### src/hw/rtl/lcd4_pkg.sv
package lcd4_pkg;

    localparam int LCD4_QUEUE_DEPTH = 2;

    localparam logic [15:0] PWR_WAIT_RST   = 16'd15000;
    localparam logic [15:0] CLEAR_HOLD_RST = 16'd1640;
    localparam logic [15:0] SHORT_HOLD_RST = 16'd40;
    localparam logic [15:0] CURSOR_HOLD_RST = 16'd46;

    localparam logic [15:0] HIGH_NIB_HOLD   = 16'd1;
    localparam logic [15:0] INIT_FIRST_HOLD = 16'd4100;
    localparam logic [15:0] INIT_SECOND_HOLD = 16'd100;
    localparam logic [3:0]  INIT_WAKE_NIB   = 4'h3;
    localparam logic [7:0]  CLEAR_BYTE      = 8'h01;
    localparam logic [7:0]  DDRAM_BASE      = 8'h80;
    localparam logic [7:0]  ROW1_OFFSET     = 8'h40;
    localparam logic [3:0]  INIT_LAST_STEP  = 4'd13;
    localparam logic [2:0]  INIT_CLEAR_IDX  = 3'd3;

    localparam int CFG_IDX_W = 4;
    localparam logic [CFG_IDX_W-1:0] CFG_PWR_WAIT    = 4'd0;
    localparam logic [CFG_IDX_W-1:0] CFG_CLEAR_HOLD  = 4'd1;
    localparam logic [CFG_IDX_W-1:0] CFG_SHORT_HOLD  = 4'd2;
    localparam logic [CFG_IDX_W-1:0] CFG_CURSOR_HOLD = 4'd3;

    typedef enum logic [2:0] {
        CMD_INIT   = 3'd0,
        CMD_PRINT  = 3'd1,
        CMD_CLEAR  = 3'd2,
        CMD_CURSOR = 3'd3,
        CMD_RAW    = 3'd4
    } t_cmd;

    typedef struct packed {
        logic [15:0] pwr_wait;
        logic [15:0] clear_hold;
        logic [15:0] short_hold;
        logic [15:0] cursor_hold;
    } t_cfg;

    // One classified request: either the init run or a single byte.
    typedef struct packed {
        logic        is_init;
        logic [7:0]  data;
        logic        rs;
        logic [15:0] hold;
    } t_job;

    // Set-up bytes sent after the two wake-up nibbles.
    function automatic logic [7:0] init_byte(input logic [2:0] idx);
        logic [7:0] b;
        case (idx)
            3'd0:    b = 8'h32;
            3'd1:    b = 8'h28;
            3'd2:    b = 8'h08;
            3'd3:    b = 8'h01;
            3'd4:    b = 8'h06;
            3'd5:    b = 8'h0E;
            default: b = 8'h00;
        endcase
        return b;
    endfunction

endpackage

### src/hw/rtl/lcd4_front.sv
module lcd4_front import lcd4_pkg::*; (
    input  logic        i_clk,
    input  logic        i_rst_n,
    input  logic        i_push,
    output logic        o_full,
    input  logic [2:0]  i_command,
    input  logic [7:0]  i_data_byte,
    input  logic [5:0]  i_column,
    input  logic        i_row,
    input  logic        i_raw_select,
    input  logic [15:0] i_raw_hold_us,
    input  t_cfg        i_cfg,
    output logic        o_q_push,
    output t_job        o_q_job,
    input  logic        i_q_full
);

    logic r_valid, n_valid;
    t_job r_job, n_job;
    t_job dec_job;
    logic dec_known;
    logic accept;

    assign o_q_push = r_valid & ~i_q_full;
    assign o_q_job  = r_job;
    assign o_full   = r_valid & i_q_full;
    assign accept   = i_push & ~o_full;

    // Classify the request into a byte job or the init run; spare codes are dropped.
    always_comb begin
        dec_job   = '0;
        dec_known = 1'b1;
        unique case (t_cmd'(i_command))
            CMD_INIT: begin
                dec_job.is_init = 1'b1;
            end
            CMD_PRINT: begin
                dec_job.data = i_data_byte;
                dec_job.rs   = 1'b1;
                dec_job.hold = i_cfg.short_hold;
            end
            CMD_CLEAR: begin
                dec_job.data = CLEAR_BYTE;
                dec_job.hold = i_cfg.clear_hold;
            end
            CMD_CURSOR: begin
                dec_job.data = DDRAM_BASE + {2'b00, i_column} + (i_row ? ROW1_OFFSET : 8'h00);
                dec_job.hold = i_cfg.cursor_hold;
            end
            CMD_RAW: begin
                dec_job.data = i_data_byte;
                dec_job.rs   = i_raw_select;
                dec_job.hold = i_raw_hold_us;
            end
            default: begin
                dec_known = 1'b0;
            end
        endcase
    end

    always_comb begin
        n_valid = r_valid & ~o_q_push;
        n_job   = r_job;
        if (accept && dec_known) begin
            n_valid = 1'b1;
            n_job   = dec_job;
        end
    end

    always_ff @(posedge i_clk) begin
        if (!i_rst_n) begin
            r_valid <= 1'b0;
        end else begin
            r_valid <= n_valid;
        end
        r_job <= n_job;
    end

endmodule

### src/hw/rtl/lcd4_queue.sv
module lcd4_queue import lcd4_pkg::*; #(
    parameter int DEPTH = LCD4_QUEUE_DEPTH
) (
    input  logic i_clk,
    input  logic i_rst_n,
    input  logic i_push,
    input  t_job i_job,
    output logic o_full,
    input  logic i_pop,
    output t_job o_job,
    output logic o_empty
);

    localparam int PTR_W = (DEPTH > 1) ? $clog2(DEPTH) : 1;
    localparam int CNT_W = $clog2(DEPTH + 1);
    localparam logic [PTR_W-1:0] PTR_LAST = PTR_W'(DEPTH - 1);
    localparam logic [CNT_W-1:0] CNT_FULL = CNT_W'(DEPTH);

    t_job             r_mem [DEPTH];
    logic [PTR_W-1:0] r_wr_ptr, r_rd_ptr;
    logic [CNT_W-1:0] r_count;
    logic             do_push, do_pop;

    assign o_full  = (r_count == CNT_FULL);
    assign o_empty = (r_count == '0);
    assign o_job   = r_mem[r_rd_ptr];
    assign do_push = i_push & ~o_full;
    assign do_pop  = i_pop & ~o_empty;

    always_ff @(posedge i_clk) begin
        if (!i_rst_n) begin
            r_wr_ptr <= '0;
            r_rd_ptr <= '0;
            r_count  <= '0;
        end else begin
            if (do_push) begin
                r_wr_ptr <= (r_wr_ptr == PTR_LAST) ? '0 : r_wr_ptr + 1'b1;
            end
            if (do_pop) begin
                r_rd_ptr <= (r_rd_ptr == PTR_LAST) ? '0 : r_rd_ptr + 1'b1;
            end
            if (do_push && !do_pop) begin
                r_count <= r_count + 1'b1;
            end else if (do_pop && !do_push) begin
                r_count <= r_count - 1'b1;
            end
        end
        if (do_push) begin
            r_mem[r_wr_ptr] <= i_job;
        end
    end

endmodule

### src/hw/rtl/lcd4_back.sv
module lcd4_back import lcd4_pkg::*; (
    input  logic        i_clk,
    input  logic        i_rst_n,
    input  t_cfg        i_cfg,
    input  t_job        i_q_job,
    input  logic        i_q_empty,
    output logic        o_q_pop,
    output logic        o_empty,
    input  logic        i_pop,
    output logic [3:0]  o_nibble,
    output logic        o_reg_select,
    output logic [15:0] o_lead_wait_us,
    output logic [15:0] o_hold_us,
    output logic        o_last
);

    typedef enum logic {
        IDLE,
        RUN
    } t_state;

    t_state      r_state;
    t_job        r_job;
    logic [3:0]  r_step;
    logic        r_out_valid;
    logic [3:0]  r_nibble;
    logic        r_rs;
    logic [15:0] r_lead;
    logic [15:0] r_hold;
    logic        r_last;

    logic [3:0]  s_nib;
    logic        s_rs;
    logic [15:0] s_lead;
    logic [15:0] s_hold;
    logic        s_last;
    logic [3:0]  init_off;
    logic [7:0]  init_b;
    logic        advance;

    assign o_q_pop       = (r_state == IDLE) & ~i_q_empty;
    assign advance       = (r_state == RUN) & (~r_out_valid | i_pop);
    assign o_empty       = ~r_out_valid;
    assign o_nibble      = r_nibble;
    assign o_reg_select  = r_rs;
    assign o_lead_wait_us = r_lead;
    assign o_hold_us     = r_hold;
    assign o_last        = r_last;

    assign init_off = r_step - 4'd2;
    assign init_b   = init_byte(init_off[3:1]);

    // Result for the current step.
    always_comb begin
        s_nib  = '0;
        s_rs   = 1'b0;
        s_lead = '0;
        s_hold = HIGH_NIB_HOLD;
        s_last = 1'b0;
        if (r_job.is_init) begin
            if (r_step == 4'd0) begin
                s_nib  = INIT_WAKE_NIB;
                s_lead = i_cfg.pwr_wait;
                s_hold = INIT_FIRST_HOLD;
            end else if (r_step == 4'd1) begin
                s_nib  = INIT_WAKE_NIB;
                s_hold = INIT_SECOND_HOLD;
            end else if (!init_off[0]) begin
                s_nib = init_b[7:4];
            end else begin
                s_nib  = init_b[3:0];
                s_hold = (init_off[3:1] == INIT_CLEAR_IDX) ? i_cfg.clear_hold
                                                            : i_cfg.short_hold;
                s_last = (r_step == INIT_LAST_STEP);
            end
        end else begin
            s_rs = r_job.rs;
            if (r_step[0]) begin
                s_nib  = r_job.data[3:0];
                s_hold = r_job.hold;
                s_last = 1'b1;
            end else begin
                s_nib = r_job.data[7:4];
            end
        end
    end

    always_ff @(posedge i_clk) begin
        if (!i_rst_n) begin
            r_state     <= IDLE;
            r_out_valid <= 1'b0;
            r_step      <= '0;
        end else begin
            if (i_pop && r_out_valid) begin
                r_out_valid <= 1'b0;
            end
            unique case (r_state)
                IDLE: begin
                    if (o_q_pop) begin
                        r_job   <= i_q_job;
                        r_step  <= '0;
                        r_state <= RUN;
                    end
                end
                RUN: begin
                    if (advance) begin
                        r_out_valid <= 1'b1;
                        r_nibble    <= s_nib;
                        r_rs        <= s_rs;
                        r_lead      <= s_lead;
                        r_hold      <= s_hold;
                        r_last      <= s_last;
                        r_step      <= r_step + 1'b1;
                        if (s_last) begin
                            r_state <= IDLE;
                        end
                    end
                end
                default: begin
                    r_state <= IDLE;
                end
            endcase
        end
    end

endmodule

### src/hw/rtl/lcd_4bit_command_sequencer.sv
// Character LCD sequencer for a 4-bit bus. Each request (init, print
// character, clear, move cursor, raw byte) is turned into a run of nibble
// strobes read out like a queue: nibble, RS level, wait before the strobe,
// hold after it, and a last mark on the final nibble. A byte takes two
// results (high nibble with a 1 us hold, then low nibble with the request's
// hold); init takes fourteen. Commands 5 to 7 are taken and produce nothing.
// The front classifies a request into a register and parks it in a
// QUEUE_DEPTH-entry job queue; the back fetches one job when idle and
// steps through its nibbles into an output register as the consumer
// pops, taking the next job only after the last nibble. The
// input accepts new requests while the back is busy until the queue and the
// front register are full. Configuration writes are always ready and must
// be made while the block is idle; indexes beyond the four registers are
// dropped.
module lcd_4bit_command_sequencer import lcd4_pkg::*; #(
    parameter int QUEUE_DEPTH = LCD4_QUEUE_DEPTH
) (
    input  logic                 i_clk,
    input  logic                 i_rst_n,
    // request side
    input  logic                 i_push,
    output logic                 o_full,
    input  logic [2:0]           i_command,
    input  logic [7:0]           i_data_byte,
    input  logic [5:0]           i_column,
    input  logic                 i_row,
    input  logic                 i_raw_select,
    input  logic [15:0]          i_raw_hold_us,
    // result side
    output logic                 o_empty,
    input  logic                 i_pop,
    output logic [3:0]           o_nibble,
    output logic                 o_reg_select,
    output logic [15:0]          o_lead_wait_us,
    output logic [15:0]          o_hold_us,
    output logic                 o_last,
    // configuration writes
    input  logic                 i_cfg_valid,
    output logic                 o_cfg_ready,
    input  logic [CFG_IDX_W-1:0] i_cfg_index,
    input  logic [15:0]          i_cfg_data
);

    t_cfg r_cfg;
    t_job q_in_job, q_out_job;
    logic q_push, q_full, q_pop, q_empty;

    assign o_cfg_ready = 1'b1;

    // Timing registers; hold their value unless a transfer targets them.
    always_ff @(posedge i_clk) begin
        if (!i_rst_n) begin
            r_cfg.pwr_wait    <= PWR_WAIT_RST;
            r_cfg.clear_hold  <= CLEAR_HOLD_RST;
            r_cfg.short_hold  <= SHORT_HOLD_RST;
            r_cfg.cursor_hold <= CURSOR_HOLD_RST;
        end else if (i_cfg_valid && o_cfg_ready) begin
            unique case (i_cfg_index)
                CFG_PWR_WAIT:    r_cfg.pwr_wait    <= i_cfg_data;
                CFG_CLEAR_HOLD:  r_cfg.clear_hold  <= i_cfg_data;
                CFG_SHORT_HOLD:  r_cfg.short_hold  <= i_cfg_data;
                CFG_CURSOR_HOLD: r_cfg.cursor_hold <= i_cfg_data;
                default: begin
                end
            endcase
        end
    end

    // Front: accept and classify requests.
    lcd4_front u_front (
        .i_clk        (i_clk),
        .i_rst_n      (i_rst_n),
        .i_push       (i_push),
        .o_full       (o_full),
        .i_command    (i_command),
        .i_data_byte  (i_data_byte),
        .i_column     (i_column),
        .i_row        (i_row),
        .i_raw_select (i_raw_select),
        .i_raw_hold_us(i_raw_hold_us),
        .i_cfg        (r_cfg),
        .o_q_push     (q_push),
        .o_q_job      (q_in_job),
        .i_q_full     (q_full)
    );

    // Job queue decouples classification from nibble generation.
    lcd4_queue #(
        .DEPTH(QUEUE_DEPTH)
    ) u_queue (
        .i_clk  (i_clk),
        .i_rst_n(i_rst_n),
        .i_push (q_push),
        .i_job  (q_in_job),
        .o_full (q_full),
        .i_pop  (q_pop),
        .o_job  (q_out_job),
        .o_empty(q_empty)
    );

    // Back: step through nibbles into the output register.
    lcd4_back u_back (
        .i_clk         (i_clk),
        .i_rst_n       (i_rst_n),
        .i_cfg         (r_cfg),
        .i_q_job       (q_out_job),
        .i_q_empty     (q_empty),
        .o_q_pop       (q_pop),
        .o_empty       (o_empty),
        .i_pop         (i_pop),
        .o_nibble      (o_nibble),
        .o_reg_select  (o_reg_select),
        .o_lead_wait_us(o_lead_wait_us),
        .o_hold_us     (o_hold_us),
        .o_last        (o_last)
    );

endmodule

### config.mk
export PLATFORM = sky130hd
export DESIGN_NAME = lcd_4bit_command_sequencer
export DESIGN_NICKNAME = d
export VERILOG_FILES = /design/src/hw/rtl/lcd4_pkg.sv /design/src/hw/rtl/lcd4_front.sv /design/src/hw/rtl/lcd4_queue.sv /design/src/hw/rtl/lcd4_back.sv /design/src/hw/rtl/lcd_4bit_command_sequencer.sv
export SDC_FILE = /design/constraint.sdc
export NUM_CORES = 1
export LEC_CHECK = 0
export ABC_CLOCK_PERIOD_IN_PS = 4600
export BUFFER_PORTS_ARGS = -buffer_cell sky130_fd_sc_hd__buf_4
export CORE_ASPECT_RATIO = 1.25
export CORE_MARGIN = 5
export CORE_UTILIZATION = 58
export DETAILED_ROUTE_END_ITERATION = 8
export HOLD_SLACK_MARGIN = 0.06
export PLACE_DENSITY = 0.79
export SETUP_SLACK_MARGIN = 0.2
export SYNTH_ARGS = -nofsm -noshare
export SYNTH_HDL_FRONTEND = slang
export SYNTH_SLANG_ARGS = --single-unit
### constraint.sdc
create_clock -name i_clk -period 4.6 [get_ports i_clk]
set_input_delay 0.92 -clock i_clk [delete_from_list [all_inputs] [get_ports i_clk]]
set_output_delay 0.92 -clock i_clk [all_outputs]
set_load 0.02 [all_outputs]
==> reports/qor.csv <==
metric;value;unit
status;completed;
ys.flop_type;edfxtp_1;
cts_resized;0;
r2r_slack;2.25;ns
startpoint_type;register;
max_freq;0.4253;GHz
num_io_pins;101;
core;15010;um2
cp_slowest_cell;dfxtp_1;
gp_congestion;0.8480;
ys_async_sr_fraction;0;%
setup_tns;0;ns
n_antenna_cell;0;
grt_pass1_vias;5916;
ant_nets;0;
ctsHoldBuffers;0;
period_share;51.12;%
cts_tree;done;
syn-num-nets;738;
seq_area_frac_synth;65.13;%
clock_latency;0.49;ns
dpl.hpwl;13440;um
drt_iter0_drc;590;
slew_viol_final;0;
syn_area_per_cell;13.15;um2
min_path_type;register to register;
leakagePower;3.980;nW
worstMarginPinSlew;1.114;ns
io_buffers;99;
syn_area;8852;um2
skew;0.01688;ns
placed_cells;923;
setup_viol;0;
drc_errors;0;
holdWs;0.4453;ns
end_kind;register;
syn_to_final_growth;17.98;%
cts-root-buf;clkbuf_16;
clock-sinks;217;
synth_top_area_share;48.17;%
syn_inst;673;
vias;5661;
dieWidth;120.5;um
die-area;17850;um2
synth.distinct_cells;55;
peakVddDrop;0.3905;mV
cts_buffers;20;
initial_core_util;58.96;%
cts.path.max_buffers;3;
cpPeakStageDelay;0.76;ns
post-synth-top-count-cell;edfxtp_1;
path_max_fanout;19;
drt_pass1_iterations;5;
die_y;148.1;um
slew_headroom;25.57;%
place_area;9707;um2
drive_above_1_share;23.55;%
grt_overflow_total;0;
rr_worst_depth;6;
grt_max_degree;67;
grt_use_total;22.19;%
grt_setup_unrepaired;false;
synth_edf_count;142;
rows;50;
final_area;10440;um2
final_nets;828;
crit_type;register to register;
crit_chain;inv_1, ha_1, nor2_1, o311ai_1, buf_4, o21ai_0;
wire_per_inst;20.67;um
powerDensity;472.6;nW/um2
synth_top_cell_by_area;edfxtp_1;
yosys-top-cells-count;142 x edfxtp_1, 95 x mux2i_1, 82 x nand2_1;
hold_depth;0;
post_cts_buffers;0;
synth_area_leaders;edfxtp_1 48%, dfxtp_1 17%, mux2i_1 11%;
crit_arrival;2.62;ns
grt_pass1_wl;31100;um
crit_required;4.87;ns
ys_ff_latch;217;
drv_cap;0;
fin_cells;959;
htreeDepth;1;
min_period;2.351;ns
wl;19820;um
vias_per_cell;5.903;
clkTransAtPathRegs;0.06;ns
antenna_found_initial;0;
synth_warnings;0;
hold_violations;0;
==> worst max-delay path: cells and delay by family (launching register included) <==
| family | cells | cell delay [ns] |
|---|---|---|
| adder cells (fa/ha/maj) | 1 | 0.32 |
| flip-flops | 1 | 0.76 |
| AO/OA/AOI/OAI | 2 | 0.40 |
| buffers and inverters | 2 | 0.48 |
| AND/OR/NAND/NOR | 1 | 0.15 |
==> flip-flops by register name, summed over array words and instances (netlist names), 2 cells and up <==
register and count:
u_back.o_lead_wait_us 16, u_front.o_q_job 26, u_back.o_nibble 4, u_queue.r_count 2, r_cfg 64, u_back.o_hold_us 16
u_back.r_job 26, u_back.r_step 4, u_queue.r_mem 52
==> routing by layer <==
metal	share of wire, %	GRT usage (%)	vias to the layer above
met2	54	41.23	218
met4	2.5	7.540	0
met5	0	0	-
met1	37	26.07	2776
li1	-	-	2631
met3	5.9	3.385	36
==> power breakdown <==
part | internal, mW | switching [mW]
Clock | 1.15 | 0.687
Combinational | 0.285 | 0.413
Sequential | 2.31 | 0.0977
Total | 3.74 | 1.20
==> path summary, 6_finish.rpt <==
| check | startpoint | to |
|---|---|---|
| worst max-delay path | u_back.r_step[0]$_SDFFE_PN0P_ | u_back.o_hold_us[15]$_DFFE_PP_ |
| worst min-delay path | u_front.o_q_job[18]$_DFFE_PP_ | u_queue.r_mem[1][18]$_DFFE_PP_ |
| worst max register to register | u_back.r_step[0]$_SDFFE_PN0P_ | u_back.o_hold_us[15]$_DFFE_PP_ |
| worst min register to register | u_front.o_q_job[18]$_DFFE_PP_ | u_queue.r_mem[1][18]$_DFFE_PP_ |
==> kinds of logic (layout without fill, tap and decap cells) <==
group / count (synthesis) / after routing / synth area share, %
and+or+nand+nor: 181 / 181 / 9.668
xor gates and xnor gates: 4 / 4 / 0.3957
AOI/OAI and AO/OA: 91 / 91 / 6.869
buffers and inverters: 51 / 155 / 2.883
muxes: 123 / 123 / 14.30
adders and majority gates: 5 / 5 / 0.7067
DFF: 217 / 217 / 65.13
other: 1 / 1 / 0.04236
==> layout by cell type (no fill, tap or decap), types with 3 or more instances in the layout <==
cell type,instances
a21oi_1,12
dfxtp_1,75
a221o_1,3
nor2b_1,8
nor2_1,41
buf_4,112
ha_1,5
and2_1,16
clkbuf_1,3
mux2i_1,95
edfxtp_1,142
nand2_1,82
inv_1,7
clkbuf_16,21
o22ai_1,17
nand2b_1,4
o21ai_0,19
a211oi_1,3
clkinv_2,3
a22o_1,6
xor2_1,4
a22oi_1,16
nand3_1,6
mux2_2,28
bufinv_16,5
o31ai_1,3
==> stage by stage <==
step | setup slack [ns] | total power, mW | utilization, %
floorplan | 0.2959 | 2.879 | -
global placement | 2.023 | 3.111 | 64.65
detailed placement | 1.967 | 3.145 | 64.65
CTS | 2.276 | 4.957 | 69.56
global route | 2.102 | 5.119 | 69.56
finish | 2.249 | 4.936 | 69.56
==> layout make-up <==
type / count / area, um2
Sequential cell: 217 / 5766
Fill cell: 1012 / 4571
Multi-Input combinational cell: 405 / 2846
Timing Repair Buffer: 112 / 840.8
Clock buffer: 26 / 564.3
Tap cell: 182 / 227.7
Clock inverter: 10 / 172.7
Inverter: 7 / 26.28
No activity file was read; power rests on OpenSTA's default activity.
